<file path="src/rtl/cwas_pkg.sv">
package cwas_pkg;

    // Event kinds carried on the request side
    typedef enum logic [1:0] {
        CMD_TICK      = 2'd0,
        CMD_SET_TIME  = 2'd1,
        CMD_SET_ALARM = 2'd2,
        CMD_BUTTON    = 2'd3
    } cmd_t;

    // Front-panel buttons
    typedef enum logic [1:0] {
        BTN_EXIT   = 2'd0,
        BTN_SELECT = 2'd1,
        BTN_INC    = 2'd2,
        BTN_NONE   = 2'd3
    } button_t;

    // Operating modes; codes match the result field
    typedef enum logic [1:0] {
        MODE_NORMAL    = 2'd0,
        MODE_SET_TIME  = 2'd1,
        MODE_SET_ALARM = 2'd2,
        MODE_UNUSED    = 2'd3
    } mode_t;

    // Field being edited
    typedef enum logic [1:0] {
        FIELD_SEC  = 2'd0,
        FIELD_MIN  = 2'd1,
        FIELD_HOUR = 2'd2,
        FIELD_RSVD = 2'd3
    } field_t;

    // Configuration register indexes
    localparam logic [1:0] REG_TICKS_PER_SEC = 2'd0;
    localparam logic [1:0] REG_SNOOZE_MIN    = 2'd1;
    localparam logic [1:0] REG_BLINK_PERIOD  = 2'd2;
    localparam logic [1:0] REG_BLINK_ON      = 2'd3;

    localparam int CFG_DATA_W = 16;
    localparam int RESULT_W   = 40;

    // Reset values
    localparam logic [15:0] RST_TICKS_PER_SEC = 16'd100;
    localparam logic [5:0]  RST_SNOOZE_MIN    = 6'd5;
    localparam logic [7:0]  RST_BLINK_PERIOD  = 8'd20;
    localparam logic [7:0]  RST_BLINK_ON      = 8'd5;
    localparam logic [4:0]  RST_HOURS         = 5'd12;
    localparam logic [5:0]  RST_MINUTES       = 6'd34;
    localparam logic [5:0]  RST_SECONDS       = 6'd50;
    localparam logic [4:0]  RST_ALARM_HOURS   = 5'd12;
    localparam logic [5:0]  RST_ALARM_MINUTES = 6'd35;
    localparam logic [5:0]  RST_ALARM_SECONDS = 6'd11;

    localparam logic [4:0] HOURS_PER_DAY = 5'd24;
    localparam logic [5:0] MINS_PER_HOUR = 6'd60;
    localparam logic [5:0] SECS_PER_MIN  = 6'd60;

    typedef struct packed {
        logic [4:0] hours;
        logic [5:0] minutes;
        logic [5:0] seconds;
    } hms_t;

    // Configuration write request
    typedef struct packed {
        logic                  valid;
        logic [1:0]            index;
        logic [CFG_DATA_W-1:0] data;
    } cfg_wr_t;

    // Result item, first field in the highest bits
    typedef struct packed {
        logic       led_on;
        logic       ringing;
        logic [5:0] alarm_seconds;
        logic [5:0] alarm_minutes;
        logic [4:0] alarm_hours;
        logic [5:0] seconds;
        logic [5:0] minutes;
        logic [4:0] hours;
        logic [1:0] field_select;
        logic [1:0] mode;
    } result_t;

    function automatic hms_t bump_hour(input hms_t t);
        hms_t r;
        r = t;
        r.hours = (t.hours + 5'd1 >= HOURS_PER_DAY) ? 5'd0 : t.hours + 5'd1;
        return r;
    endfunction

    function automatic hms_t bump_minute(input hms_t t);
        hms_t r;
        r = t;
        if (t.minutes + 6'd1 >= MINS_PER_HOUR)
        begin
            r.minutes = 6'd0;
            r = bump_hour(r);
        end
        else
        begin
            r.minutes = t.minutes + 6'd1;
        end
        return r;
    endfunction

    function automatic hms_t bump_second(input hms_t t);
        hms_t r;
        r = t;
        if (t.seconds + 6'd1 >= SECS_PER_MIN)
        begin
            r.seconds = 6'd0;
            r = bump_minute(r);
        end
        else
        begin
            r.seconds = t.seconds + 6'd1;
        end
        return r;
    endfunction

    function automatic hms_t bump_field(input hms_t t, input field_t f);
        hms_t r;
        case (f)
            FIELD_SEC: r = bump_second(t);
            FIELD_MIN: r = bump_minute(t);
            default:   r = bump_hour(t);
        endcase
        return r;
    endfunction

endpackage

</file>
<file path="src/rtl/cwas_core.sv">
module cwas_core
    import cwas_pkg::*;
(
    input  logic    clk,
    input  logic    rst_n,
    input  logic    accept,
    input  cmd_t    cmd,
    input  button_t button,
    input  cfg_wr_t cfg_wr,
    output result_t result
);

    logic [15:0] tps_reg;
    logic [5:0]  snooze_reg;
    logic [7:0]  period_reg;
    logic [7:0]  on_ticks_reg;

    mode_t       mode_reg, mode_next;
    field_t      field_reg, field_next;
    logic [15:0] tick_reg, tick_next;
    hms_t        time_reg, time_next;
    hms_t        alarm_reg, alarm_next;
    logic        ring_reg, ring_next;
    logic [7:0]  blink_reg, blink_next;

    logic [16:0] tick_inc;
    logic [8:0]  blink_inc;
    logic        matched;
    logic [6:0]  snz_sum;
    logic [5:0]  snz_min;
    logic [1:0]  snz_carry;
    logic [5:0]  snz_hour;

    // Snooze: add minutes with up to two hour carries
    always_comb
    begin
        snz_sum = {1'b0, alarm_reg.minutes} + {1'b0, snooze_reg};
        if (snz_sum >= 7'd120)
        begin
            snz_min   = 6'(snz_sum - 7'd120);
            snz_carry = 2'd2;
        end
        else if (snz_sum >= 7'd60)
        begin
            snz_min   = 6'(snz_sum - 7'd60);
            snz_carry = 2'd1;
        end
        else
        begin
            snz_min   = snz_sum[5:0];
            snz_carry = 2'd0;
        end
        snz_hour = {1'b0, alarm_reg.hours} + {4'd0, snz_carry};
        if (snz_hour >= {1'b0, HOURS_PER_DAY})
        begin
            snz_hour = snz_hour - {1'b0, HOURS_PER_DAY};
        end
    end

    // Next state for one event
    always_comb
    begin
        mode_next  = mode_reg;
        field_next = field_reg;
        tick_next  = tick_reg;
        time_next  = time_reg;
        alarm_next = alarm_reg;
        ring_next  = ring_reg;
        blink_next = blink_reg;
        tick_inc   = {1'b0, tick_reg} + 17'd1;
        blink_inc  = {1'b0, blink_reg} + 9'd1;
        matched    = 1'b0;

        case (cmd)
            CMD_TICK:
            begin
                if (mode_reg != MODE_SET_TIME)
                begin
                    if (tick_inc >= {1'b0, tps_reg})
                    begin
                        tick_next = 16'd0;
                        time_next = bump_second(time_reg);
                        matched   = (mode_reg == MODE_NORMAL) && !ring_reg &&
                                    (time_next == alarm_reg);
                    end
                    else
                    begin
                        tick_next = tick_inc[15:0];
                    end
                end
                if (matched)
                begin
                    ring_next  = 1'b1;
                    blink_next = 8'd0;
                end
                else if (ring_reg)
                begin
                    blink_next = (blink_inc >= {1'b0, period_reg}) ? 8'd0 : blink_inc[7:0];
                end
            end
            CMD_SET_TIME, CMD_SET_ALARM:
            begin
                mode_next  = mode_t'(cmd);
                field_next = FIELD_SEC;
            end
            default:
            begin
                if (mode_reg == MODE_NORMAL)
                begin
                    if (ring_reg && button != BTN_NONE)
                    begin
                        ring_next  = 1'b0;
                        blink_next = 8'd0;
                        if (button == BTN_EXIT)
                        begin
                            alarm_next.minutes = snz_min;
                            alarm_next.hours   = snz_hour[4:0];
                        end
                    end
                end
                else
                begin
                    case (button)
                        BTN_EXIT:   mode_next = MODE_NORMAL;
                        BTN_SELECT: field_next = (field_reg >= FIELD_HOUR) ? FIELD_SEC :
                                                 field_t'(field_reg + 2'd1);
                        BTN_INC:
                        begin
                            if (mode_reg == MODE_SET_TIME)
                            begin
                                time_next = bump_field(time_reg, field_reg);
                            end
                            else
                            begin
                                alarm_next = bump_field(alarm_reg, field_reg);
                            end
                        end
                        default: ;
                    endcase
                end
            end
        endcase
    end

    // Hold configuration registers
    always_ff @(posedge clk or negedge rst_n)
    begin
        if (!rst_n)
        begin
            tps_reg      <= RST_TICKS_PER_SEC;
            snooze_reg   <= RST_SNOOZE_MIN;
            period_reg   <= RST_BLINK_PERIOD;
            on_ticks_reg <= RST_BLINK_ON;
        end
        else if (cfg_wr.valid)
        begin
            case (cfg_wr.index)
                REG_TICKS_PER_SEC: tps_reg      <= cfg_wr.data;
                REG_SNOOZE_MIN:    snooze_reg   <= cfg_wr.data[5:0];
                REG_BLINK_PERIOD:  period_reg   <= cfg_wr.data[7:0];
                REG_BLINK_ON:      on_ticks_reg <= cfg_wr.data[7:0];
                default: ;
            endcase
        end
    end

    // Advance clock state on each accepted request
    always_ff @(posedge clk or negedge rst_n)
    begin
        if (!rst_n)
        begin
            mode_reg  <= MODE_NORMAL;
            field_reg <= FIELD_SEC;
            tick_reg  <= 16'd0;
            time_reg  <= '{hours: RST_HOURS, minutes: RST_MINUTES, seconds: RST_SECONDS};
            alarm_reg <= '{hours: RST_ALARM_HOURS, minutes: RST_ALARM_MINUTES,
                           seconds: RST_ALARM_SECONDS};
            ring_reg  <= 1'b0;
            blink_reg <= 8'd0;
        end
        else if (accept)
        begin
            mode_reg  <= mode_next;
            field_reg <= field_next;
            tick_reg  <= tick_next;
            time_reg  <= time_next;
            alarm_reg <= alarm_next;
            ring_reg  <= ring_next;
            blink_reg <= blink_next;
        end
    end

    // Result reflects state after the update
    always_comb
    begin
        result.mode          = mode_next;
        result.field_select  = field_next;
        result.hours         = time_next.hours;
        result.minutes       = time_next.minutes;
        result.seconds       = time_next.seconds;
        result.alarm_hours   = alarm_next.hours;
        result.alarm_minutes = alarm_next.minutes;
        result.alarm_seconds = alarm_next.seconds;
        result.ringing       = ring_next;
        result.led_on        = ring_next && (blink_next < on_ticks_reg);
    end

    a_time_range: assert property (@(posedge clk) disable iff (!rst_n)
        time_reg.hours < HOURS_PER_DAY && time_reg.minutes < MINS_PER_HOUR &&
        time_reg.seconds < SECS_PER_MIN)
        else $error("time out of range");

    a_alarm_range: assert property (@(posedge clk) disable iff (!rst_n)
        alarm_reg.hours < HOURS_PER_DAY && alarm_reg.minutes < MINS_PER_HOUR &&
        alarm_reg.seconds < SECS_PER_MIN)
        else $error("alarm out of range");

    a_ring_start: assert property (@(posedge clk) disable iff (!rst_n)
        $rose(ring_reg) |-> mode_reg == MODE_NORMAL && blink_reg == 8'd0 &&
                            time_reg == alarm_reg)
        else $error("alarm started without a match in normal mode");

endmodule

</file>
<file path="src/rtl/cwas_out_buf.sv">
module cwas_out_buf
    import cwas_pkg::*;
(
    input  logic    clk,
    input  logic    rst_n,
    input  logic    in_valid,
    output logic    in_ready,
    input  result_t in_data,
    output logic    out_valid,
    input  logic    out_ready,
    output result_t out_data
);

    logic    main_valid_reg;
    result_t main_data_reg;
    logic    skid_valid_reg;
    result_t skid_data_reg;
    logic    push;
    logic    pop;

    assign in_ready  = !skid_valid_reg;
    assign out_valid = main_valid_reg;
    assign out_data  = main_data_reg;
    assign push      = in_valid && in_ready;
    assign pop       = main_valid_reg && out_ready;

    // Valid flags
    always_ff @(posedge clk or negedge rst_n)
    begin
        if (!rst_n)
        begin
            main_valid_reg <= 1'b0;
            skid_valid_reg <= 1'b0;
        end
        else if (pop)
        begin
            if (skid_valid_reg)
            begin
                skid_valid_reg <= 1'b0;
            end
            else
            begin
                main_valid_reg <= push;
            end
        end
        else if (push)
        begin
            if (main_valid_reg)
            begin
                skid_valid_reg <= 1'b1;
            end
            else
            begin
                main_valid_reg <= 1'b1;
            end
        end
    end

    // Payload: move skid forward or capture the new result
    always_ff @(posedge clk)
    begin
        if (pop && skid_valid_reg)
        begin
            main_data_reg <= skid_data_reg;
        end
        else if (push && (pop || !main_valid_reg))
        begin
            main_data_reg <= in_data;
        end
        if (push && main_valid_reg && !pop)
        begin
            skid_data_reg <= in_data;
        end
    end

    a_skid_order: assert property (@(posedge clk) disable iff (!rst_n)
        skid_valid_reg |-> main_valid_reg)
        else $error("skid holds data while main stage empty");

    a_skid_drains: assert property (@(posedge clk) disable iff (!rst_n)
        skid_valid_reg && out_ready |=> !skid_valid_reg && main_valid_reg &&
                                        main_data_reg == $past(skid_data_reg))
        else $error("skid entry not moved forward");

endmodule

</file>
<file path="src/rtl/clock_with_alarm_and_snooze.sv">
// A request's result is registered in the output buffer when it is accepted.
// Throughput: one request per cycle; the clock update is a single pass of logic
// between the state registers and a two-entry output buffer (main plus skid).
// s_tready falls only while both output entries wait on m_tready.
// Reset (rst_n, asynchronous): time 12:34:50, alarm 12:35:11, normal mode,
// not ringing, configuration at its defaults, output buffer empty.
module clock_with_alarm_and_snooze
    import cwas_pkg::*;
(
    input  logic                  clk,
    input  logic                  rst_n,
    input  logic                  s_tvalid,
    output logic                  s_tready,
    input  logic [7:0]            s_tdata,   // [1:0] button, [7:2] zero
    input  logic [1:0]            s_tuser,   // [1:0] cmd
    output logic                  m_tvalid,
    input  logic                  m_tready,
    // [1:0] mode, [3:2] field_select, [8:4] hours, [14:9] minutes,
    // [20:15] seconds, [25:21] alarm_hours, [31:26] alarm_minutes,
    // [37:32] alarm_seconds, [38] ringing, [39] led_on
    output logic [RESULT_W-1:0]   m_tdata,
    input  logic                  cfg_valid,
    output logic                  cfg_ready,
    input  logic [1:0]            cfg_index,
    input  logic [CFG_DATA_W-1:0] cfg_data
);

    logic    accept;
    cfg_wr_t cfg_wr;
    result_t core_result;
    result_t out_result;

    assign cfg_ready = 1'b1;
    assign accept    = s_tvalid && s_tready;

    // Configuration write request
    always_comb
    begin
        cfg_wr.valid = cfg_valid && cfg_ready;
        cfg_wr.index = cfg_index;
        cfg_wr.data  = cfg_data;
    end

    cwas_core u_core (
        .clk    (clk),
        .rst_n  (rst_n),
        .accept (accept),
        .cmd    (cmd_t'(s_tuser)),
        .button (button_t'(s_tdata[1:0])),
        .cfg_wr (cfg_wr),
        .result (core_result)
    );

    cwas_out_buf u_out_buf (
        .clk       (clk),
        .rst_n     (rst_n),
        .in_valid  (s_tvalid),
        .in_ready  (s_tready),
        .in_data   (core_result),
        .out_valid (m_tvalid),
        .out_ready (m_tready),
        .out_data  (out_result)
    );

    assign m_tdata = out_result;

endmodule

</file>
<file path="config.mk">
export PLATFORM = sky130hd
export DESIGN_NAME = clock_with_alarm_and_snooze
export DESIGN_NICKNAME = d
export VERILOG_FILES = /design/src/rtl/cwas_pkg.sv /design/src/rtl/cwas_core.sv /design/src/rtl/cwas_out_buf.sv /design/src/rtl/clock_with_alarm_and_snooze.sv
export SDC_FILE = /design/constraint.sdc
export NUM_CORES = 1
export LEC_CHECK = 0
export BUFFER_PORTS_ARGS = -buffer_cell sky130_fd_sc_hd__clkbuf_2
export CAP_MARGIN = 20
export CORE_MARGIN = 3
export CORE_UTILIZATION = 40
export CTS_CLUSTER_SIZE = 30
export DETAILED_ROUTE_END_ITERATION = 8
export SYNTH_ARGS = -nofsm -noshare
export SYNTH_HDL_FRONTEND = slang
export SYNTH_SLANG_ARGS = --single-unit
</file>
<file path="constraint.sdc">
create_clock -name clk -period 7.2 [get_ports clk]
set_clock_uncertainty 0.15 [all_clocks]
set_input_delay 0 -clock clk [delete_from_list [all_inputs] [get_ports clk]]
set_output_delay 0 -clock clk [all_outputs]
set_load 0.02 [all_outputs]
</file>
==> metrics.yaml, run 1 <==
final_layout:
  multiInputGateArea_um2: 6180
  area.sequential_um2: 5010
  areaGrowthSynthToFinish_pct: 13.3
  utilization_pct: 46.4
  fillers: 2801
  layout-drive-gt1-share_pct: 14.8
  instances_no_fill: 1745
  stdcell_area_um2: 13400
  insertedDiodeCount: 0
  nNetsFinal: 1438
critical_path:
  slowest_stage: "dfrtp_1"
  crit_fanout: 7
  worstPathRequired_ns: 7.31
  worstSetupStartpointType: "flip-flop"
  critPathMostFrequentCell: "o21ai_0"
  path_class: "flip-flop to flip-flop"
  cp.arrival_ns: 5.69
  path_cells: "and4_1, nand4_1, nor2_1, and3_1, nand3_1, xnor2_1, ha_1, nand3_1, nor2_1, a311o_1, o21ai_0, nor4_4, and3_4, nand2_4, a32o_2, ha_1, a21o_1, a21oi_1, o21ai_0, a221oi_1, o21ai_0, o31ai_2"
  endpoint_kind: "flip-flop"
  cpPeakStageDelay_ns: 0.45
logic_synthesis:
  ys_ff_latch: 183
  synthMostInstantiatedCell: "nand2_1"
  yosysTopAreaCell: "edfxtp_1"
  ys_seq_area_share_pct: 42.3
  netlist_area_um2: 11800
  yosysWarnings: 0
  synthTopCellsByCount: "nand2_1 (157), o21ai_0 (118), inv_1 (81)"
  synth_cell_types: 89
  syn_inst: 1281
  synth_edf_count: 80
  synth_top_area_share_pct: 20.3
  ys_dominant_reg_cell: "edfxtp_1"
  synth.area.top_cells: "edfxtp_1 (20%), dfrtp_1 (17%), ha_1 (5.8%), dfstp_2 (5.3%), o21ai_0 (5.0%)"
  synth.avg_cell_area_um2: 9.25
  postSynth.asyncResetShare_pct: 56.3
  syn_nets: 1371
placement:
  io_buffers: 68
  hpwl_mm: 21.2
  dpl_cell_area_um2: 12400
  place_inst: 1663
  place_congestion: 0.944
cts:
  cts-resized-gates: 0
  clock_sinks: 183
  cts_tree: "built"
  clkLatencyLatePin_ns: 0.44
  cts_htree_levels: 4
  cts_buffers: 17
  clockBufferDepth: 2
  clk_pin_slew_ns: 0.07
  post_cts_buffers: 0
  clockRootBuffer: "clkbuf_16"
  cts-hold-fix-buffers: 49
power_and_ir_drop:
  powerDensity_nw_per_um2: 310
  power_leakage_nw: 5.64
  ir_drop_uv: 133
outcome:
  violations: "negative hold slack"
  status: "finished with violations"
global_routing:
  globalRoute.totalOverflow: 0
  grt_pass1_wl_mm: 49.7
  grt_antenna_before_repair: 0
  grt_max_degree: 65
  grt_pass1_vias: 9116
  grt.total_usage_pct: 19.6
floorplan:
  core_area_um2: 28900
  row_count: 62
  fp.dieW_um: 178
  initial_utilization_pct: 40.9
  die_y_um: 178
  ios: 76
  die_area_um2: 31700
detailed_routing:
  drt_iter0_markers: 896
  wl_per_cell_um: 17.5
  drc_errors: 0
  vias: 9812
  drt_wl_total_mm: 30.5
  routed_via_density: 5.62
  drt_first_pass_iters: 7
  antenna_left: 0
timing:
  fin_crit_sh_pct: 77.4
  holdWs_ns: -0.00486
  fin_crit_ns: 5.58
  worst_pin_slew_ns: 1.05
  slew_viol_final: 0
  hold_viol_final: 1
  tns_ns: 0
  fmax_mhz: 179
  rsz0062_at_grt: "false"
  slew_headroom_pct: 30.2
  setup_viol: 0
hold_path:
  hp-class: "primary input to flip-flop"
job:
  cap_violations: 0
==> power breakdown <==
group	total [mW]	switching, mW	internal (mW)
Combinational	1.57	0.967	0.600
Clock	0.919	0.435	0.484
Sequential	1.68	0.262	1.42
==> critical path, delay by kind of cell, from the launching register on <==
family | cells | cell delay (ns)
xor+xnor | 1 | 0.17
compound gates | 9 | 1.87
simple gates | 10 | 2.13
fa+ha+maj | 2 | 0.64
flops | 1 | 0.45
==> path summary, 6_finish.rpt <==
kind                                           start                     end  slack, ns  depth (start not counted)
worst max-delay path              u_core.tick_reg[2]  u_out_buf.out_data[39]       1.62                         22
worst min-delay path                        s_tvalid     u_out_buf.out_valid     -0.005                          4
worst max register to register    u_core.tick_reg[2]  u_out_buf.out_data[39]       1.62                         22
worst min register to register  u_core.period_reg[6]    u_core.period_reg[6]       0.36                          1
max in group asynchronous                      rst_n     u_core.time_reg[16]       5.95                          3
min in group asynchronous                      rst_n     u_core.time_reg[11]       0.06                          2
==> cells in the final DEF (no fill, tap or decap), types with 17 or more instances in the layout <==
cell / count
o21ai_0: 118
dfrtp_1: 79
clkbuf_2: 68
dfstp_2: 24
nand3_1: 46
nor3_1: 17
edfxtp_1: 80
a21o_1: 19
nor2_1: 74
clkbuf_16: 17
mux2_2: 44
ha_1: 55
inv_1: 81
nand2_1: 157
a21oi_1: 74
xnor2_1: 23
dlygate4sd3_1: 48
xor2_1: 21
==> cells by family after synthesis <==
kind of cell	after synthesis	synth area share, %
AND/OR/NAND/NOR	413	17.1
multiplexers	49	4.60
adder cells (fa/ha/maj)	57	6.15
buffers and inverters	158	5.73
flip-flops	183	42.3
AO/OA/AOI/OAI	375	20.7
XOR/XNOR	45	3.39
other	1	0.0317
==> metal layers <==
layer / wire, um / global-route usage, %
met5: 0 / 0
met4: 482 / 4.52
met3: 1640 / 3.00
met2: 13900 / 31.0
met1: 14500 / 28.3
==> layout make-up <==
cell class | instances | area share (%)
Clock buffer | 20 | 3.25
Clock inverter | 12 | 0.876
Inverter | 82 | 2.29
Multi-Input combinational cell | 940 | 46.0
Sequential cell | 183 | 37.3
Tap cell | 384 | 3.58
Timing Repair Buffer | 124 | 6.65
==> per-stage QoR <==
| stage | setup slack (ns) | total power, mW | hold slack [ns] |
|---|---|---|---|
| floorplan | 2.33 | 2.77 | -0.446 |
| global placement | 1.77 | 3.19 | -0.141 |
| detailed placement | 1.69 | 3.22 | -0.137 |
| CTS | 1.62 | 4.19 | 0.00192 |
| global route | 1.13 | 4.46 | 0.0421 |
| finish | 1.62 | 4.16 | -0.00486 |
No activity file was read; power rests on OpenSTA's default activity.
==> inputs of run 2 (changes only) <==
==> constraint.sdc (replaced) <==
create_clock -name clk -period 5.1 [get_ports clk]
set_clock_uncertainty 0.15 [all_clocks]
set_input_delay 0 -clock clk [delete_from_list [all_inputs] [get_ports clk]]
set_output_delay 0 -clock clk [all_outputs]
set_load 0.02 [all_outputs]
==> metrics.yaml, run 2 (synthesized netlist as in run 1, its figures left out) <==
outcome:
  status: "completed"
placement:
  place_inst: 1700
  hpwl_mm: 22.2
  io_buffers: 68
  place_congestion: 0.950
  pre_cts_slack_ns: 0.129
  dpl_cell_area_um2: 12600
critical_path:
  endpoint_kind: "flip-flop"
  cp.arrival_ns: 4.90
  crit_buf_inv: 0
  crit_fanout: 4
  slowest_stage: "or4_1"
  worstSetupStartpointType: "flip-flop"
  path_cells: "and4_4, nand3_1, or3_4, xnor2_1, ha_1, nand2_1, nor3_2, a311o_1, nor2_1, or4_1, nor2_1, a311oi_1, a311o_1, ha_1, o2111ai_1, a21o_1, nor3_2, a21oi_1, a21oi_2, o31ai_2"
  cpPeakStageDelay_ns: 0.52
  worstPathRequired_ns: 5.12
  cp_top_family: "simple AND/OR/NAND/NOR gates"
  path_class: "flip-flop to flip-flop"
cts:
  clockBufferDepth: 2
  clock_sinks: 183
  cts_tree: "built"
  cts_buffers: 17
  cts_htree_levels: 4
  clockRootBuffer: "clkbuf_16"
  clkLatencyLatePin_ns: 0.45
  clk_pin_slew_ns: 0.07
detailed_routing:
  antenna_left: 0
  drc_errors: 0
  routed_via_density: 5.60
  wl_per_cell_um: 17.7
  drt_first_pass_iters: 5
  drt_wl_total_mm: 31.7
  vias: 10000
  drt_iter0_markers: 774
power_and_ir_drop:
  powerDensity_nw_per_um2: 439
  clkPwrFrac_pct: 22.6
  switching_share_pct: 39.8
  seqPwrFrac_pct: 38.0
  power_leakage_nw: 5.90
  ir_drop_uv: 192
  power.switching_mw: 2.42
  p_int_mw: 3.66
  pwr-share-comb_pct: 39.4
final_layout:
  layout-drive-gt1-share_pct: 18.5
  stdcell_area_um2: 13900
  final_common_cell: "nand2_1"
  areaGrowthSynthToFinish_pct: 17.0
  multiInputGateArea_um2: 6240
  fillers: 2690
  instances_no_fill: 1788
  insertedDiodeCount: 0
  nNetsFinal: 1481
  area.sequential_um2: 5010
  layout_common_cells: "nand2_1 (157), o21ai_0 (116), inv_1 (81)"
timing:
  hold_viol_final: 0
  slew_headroom_pct: 30.6
  setup_viol: 0
  fin_crit_sh_pct: 95.7
  fin_crit_ns: 4.88
  holdWs_ns: 0.00757
  worst_pin_slew_ns: 1.04
  setup_slack_ns: 0.221
  fmax_mhz: 205
  rsz0062_at_grt: "true"
  slew_viol_final: 0
floorplan:
  initial_utilization_pct: 40.9
  die_area_um2: 31700
  die_y_um: 178
  fp.dieW_um: 178
  row_count: 62
  core_area_um2: 28900
  ios: 76
global_routing:
  grt_pass1_vias: 9373
  grt_max_degree: 64
  globalRoute.totalOverflow: 0
  grt_antenna_before_repair: 0
  grt.total_usage_pct: 20.1
  grt_pass1_wl_mm: 50.4
hold_path:
  hp-class: "primary input to flip-flop"
job:
  cap_violations: 0
==> run 2: cell count changes in the layout (fill, tap and decap cells not counted), sizes merged <==
cell,change
buf,+39
clkbuf,-2
clkinv,-1
clkinvlp,-2
dlygate4sd3,+5
inv,+4
==> run 2: worst paths after layout <==
path                                               to              startpoint  depth (start not counted)  slack [ns]
hold / removal             u_out_buf.skid_data_reg[1]              s_tuser[1]                          4       0.008
setup reg to reg               u_out_buf.out_data[39]      u_core.tick_reg[5]                         20        0.22
min in group asynchronous          u_core.tps_reg[11]                   rst_n                          2        0.05
hold reg to reg                u_core.on_ticks_reg[5]  u_core.on_ticks_reg[5]                          1        0.36
setup / recovery               u_out_buf.out_data[39]      u_core.tick_reg[5]                         20        0.22
max in group asynchronous         u_core.tick_reg[13]                   rst_n                          3        3.63
==> run 2: metrics by stage <==
step                total power [mW]  utilization, %  setup TNS [ns]
detailed placement              4.64            43.7               0
finish                          6.08            47.9               0
global route                    6.47            47.9         -0.0225
floorplan                       3.92               -               0
CTS                             6.08            47.6               0
global placement                4.59            43.7               0
==> run 2: cell type report <==
cell class / count / share of cell area [%]
Sequential cell: 183 / 36.1
Inverter: 82 / 2.22
Clock buffer: 19 / 3.43
Clock inverter: 13 / 0.912
Multi-Input combinational cell: 940 / 45.0
Timing Repair Buffer: 167 / 8.79
Tap cell: 384 / 3.47
==> run 2: tightest hold or removal path: stages <==
cell and delay [ns]:
clkbuf_2 0.12, ha_1 0.15, a22oi_1 0.14, inv_1 0.08
==> run 2: per-layer routing <==
layer	track usage (%)	up-vias	routed length [um]
met5	0	-	0
met4	4.71	0	449
met3	3.36	36	1500
met2	32.6	274	14700
met1	28.0	4838	15000
li1	-	4865	-
==> run 2: power groups by stage <==
stage | logic, mW | registers [mW] | clock network (mW)
6_report | 2.40 | 2.31 | 1.38
5_1_grt | 2.65 | 2.35 | 1.47
4_1_cts | 2.37 | 2.30 | 1.41
3_5_place_dp | 2.31 | 2.33 | 0
3_3_place_gp | 2.27 | 2.32 | 0
2_1_floorplan | 1.55 | 2.37 | 0
==> run 2: what timing repair did <==
action | in CTS | in global routing
gates resized for setup | 0 | 20
hold buffers | 53 | 0
setup endpoints to repair | 0 | 3
endpoints found under the hold margin | 103 | 0
setup buffers | 0 | 3
==> inputs of run 3 (changes only) <==
--- a/config.mk
+++ b/config.mk
@@ -8,7 +8,7 @@
 export BUFFER_PORTS_ARGS = -buffer_cell sky130_fd_sc_hd__clkbuf_2
 export CAP_MARGIN = 20
 export CORE_MARGIN = 3
-export CORE_UTILIZATION = 40
+export CORE_UTILIZATION = 45
 export CTS_CLUSTER_SIZE = 30
 export DETAILED_ROUTE_END_ITERATION = 8
 export SYNTH_ARGS = -nofsm -noshare
==> metrics.yaml, run 3 (synthesized netlist as in run 1, its figures left out) <==
cts:
  clockRootBuffer: "clkbuf_16"
  clkLatencyLatePin_ns: 0.43
  clk_pin_slew_ns: 0.07
  clock_sinks: 183
  clockBufferDepth: 2
  cts_buffers: 17
  cts_tree: "built"
  cts_htree_levels: 4
timing:
  fin_crit_ns: 4.89
  rsz0062_at_grt: "true"
  setup_slack_ns: 0.211
  fin_crit_sh_pct: 95.9
  worst_pin_slew_ns: 1.07
  slew_headroom_pct: 28.1
  hold_viol_final: 0
  fmax_mhz: 205
  setup_viol: 0
  slew_viol_final: 0
final_layout:
  areaGrowthSynthToFinish_pct: 15.0
  layout_common_cells: "nand2_1 (157), o21ai_0 (116), inv_1 (81)"
  instances_no_fill: 1724
  utilization_pct: 53.3
  layout-drive-gt1-share_pct: 18.3
  insertedDiodeCount: 0
  nNetsFinal: 1471
  final_common_cell: "nand2_1"
hold_path:
  hp-class: "primary input to flip-flop"
placement:
  place_inst: 1648
  pre_cts_slack_ns: 0.115
  hpwl_mm: 22.3
  place_congestion: 0.901
  io_buffers: 68
detailed_routing:
  drc_errors: 0
  vias: 9949
  antenna_left: 0
  routed_via_density: 5.77
  drt_first_pass_iters: 5
  drt_wl_total_mm: 31.0
  wl_per_cell_um: 18.0
  drt_iter0_markers: 729
floorplan:
  die_area_um2: 28300
  initial_utilization_pct: 46.4
  die_y_um: 168
  row_count: 58
  fp.dieW_um: 168
  core_area_um2: 25500
  ios: 76
critical_path:
  endpoint: "u_out_buf.out_data[39]"
  r2r_setup_slack_ns: 0.21
  r2r_start: "u_core.time_reg[1]"
  reg2regPathDepth: 19
  startpoint: "u_core.time_reg[1]"
  worstSetupStartpointType: "flip-flop"
  path_class: "flip-flop to flip-flop"
  endpoint_kind: "flip-flop"
  cp.arrival_ns: 4.90
  r2r-end: "u_out_buf.out_data[39]"
  worstPathRequired_ns: 5.11
  crit_fanout: 7
global_routing:
  grt_antenna_before_repair: 0
  grt_pass1_wl_mm: 51.0
  grt_max_degree: 57
  grt.total_usage_pct: 22.2
  globalRoute.totalOverflow: 0
  grt_pass1_vias: 9595
outcome:
  status: "completed"
power_and_ir_drop:
  power_leakage_nw: 5.84
  finalPower_mw: 6.00
  ir_drop_uv: 217
  powerDensity_nw_per_um2: 441
job:
  cap_violations: 0
[run 3: cell type report]
type,count,area [um2]
fill,2384,11900
multi-input combinational,940,6220
sequential,183,5010
timing repair buffer,157,1110
clock buffer,22,479
tap,330,413
inverter,82,308
clock inverter,10,83.8
[run 3: worst max-delay path, cell delays in order, from the launching register on]
cell,delay (ns)
dfstp_2,0.40
ha_1,0.21
buf_4,0.16
and2b_2,0.21
o21ai_2,0.09
a2111oi_0,0.60
buf_4,0.21
o2bb2ai_1,0.08
a311o_1,0.38
nor4_4,0.32
buf_4,0.17
a31oi_1,0.09
or3_1,0.42
ha_1,0.32
o2111ai_1,0.12
a21o_1,0.19
nor3_1,0.13
a21oi_1,0.10
a21oi_2,0.20
o31ai_2,0.07
[run 3: layer usage]
layer  GRT usage [%]  wire (um)  vias to the layer above
li1                -          -                     4848
met1            31.4      14600                     4781
met2            35.0      14200                      276
met3            3.69       1490                       44
met4            6.94        777                        0
met5               0          0                        -
[run 3: worst min path at each step]
stage | startpoint | endpoint | slack, ns | depth (start not counted)
6_report | cfg_valid | u_core.snooze_reg[0] | 0.01 | 3
5_1_grt | cfg_valid | u_core.snooze_reg[1] | 0.05 | 3
4_1_cts | cfg_valid | u_core.snooze_reg[0] | 0.009 | 3
3_5_place_dp | rst_n | u_core.tps_reg[10] | -0.03 | 1
3_3_place_gp | rst_n | u_core.tps_reg[10] | -0.03 | 1
2_1_floorplan | rst_n | u_core.alarm_reg[10] | -0.45 | 0
[run 3: per-stage QoR]
stage / cell area [um2] / hold slack [ns] / setup TNS, ns
3_3_place_gp: 12600 / -0.0293 / 0
4_1_cts: 13500 / 0.00917 / 0
3_5_place_dp: 12600 / -0.0274 / 0
2_1_floorplan: 11800 / -0.446 / 0
6_report: 13600 / 0.0126 / 0
5_1_grt: 13600 / 0.0503 / -0.0148
[run 3: timing repair]
| action | CTS | global route |
|---|---|---|
| resized for setup | 0 | 12 |
| endpoints found under the hold margin | 103 | 0 |
| buffers inserted | 0 | 5 |
| setup endpoints to repair | 0 | 3 |
| hold buffers | 39 | 0 |
[run 3: report_power, final]
part	switching, mW	leakage, nW	internal, mW
Combinational	1.49	3.53	0.917
Sequential	0.293	2.03	2.00
Clock	0.614	0.281	0.685
Total	2.40	5.84	3.60
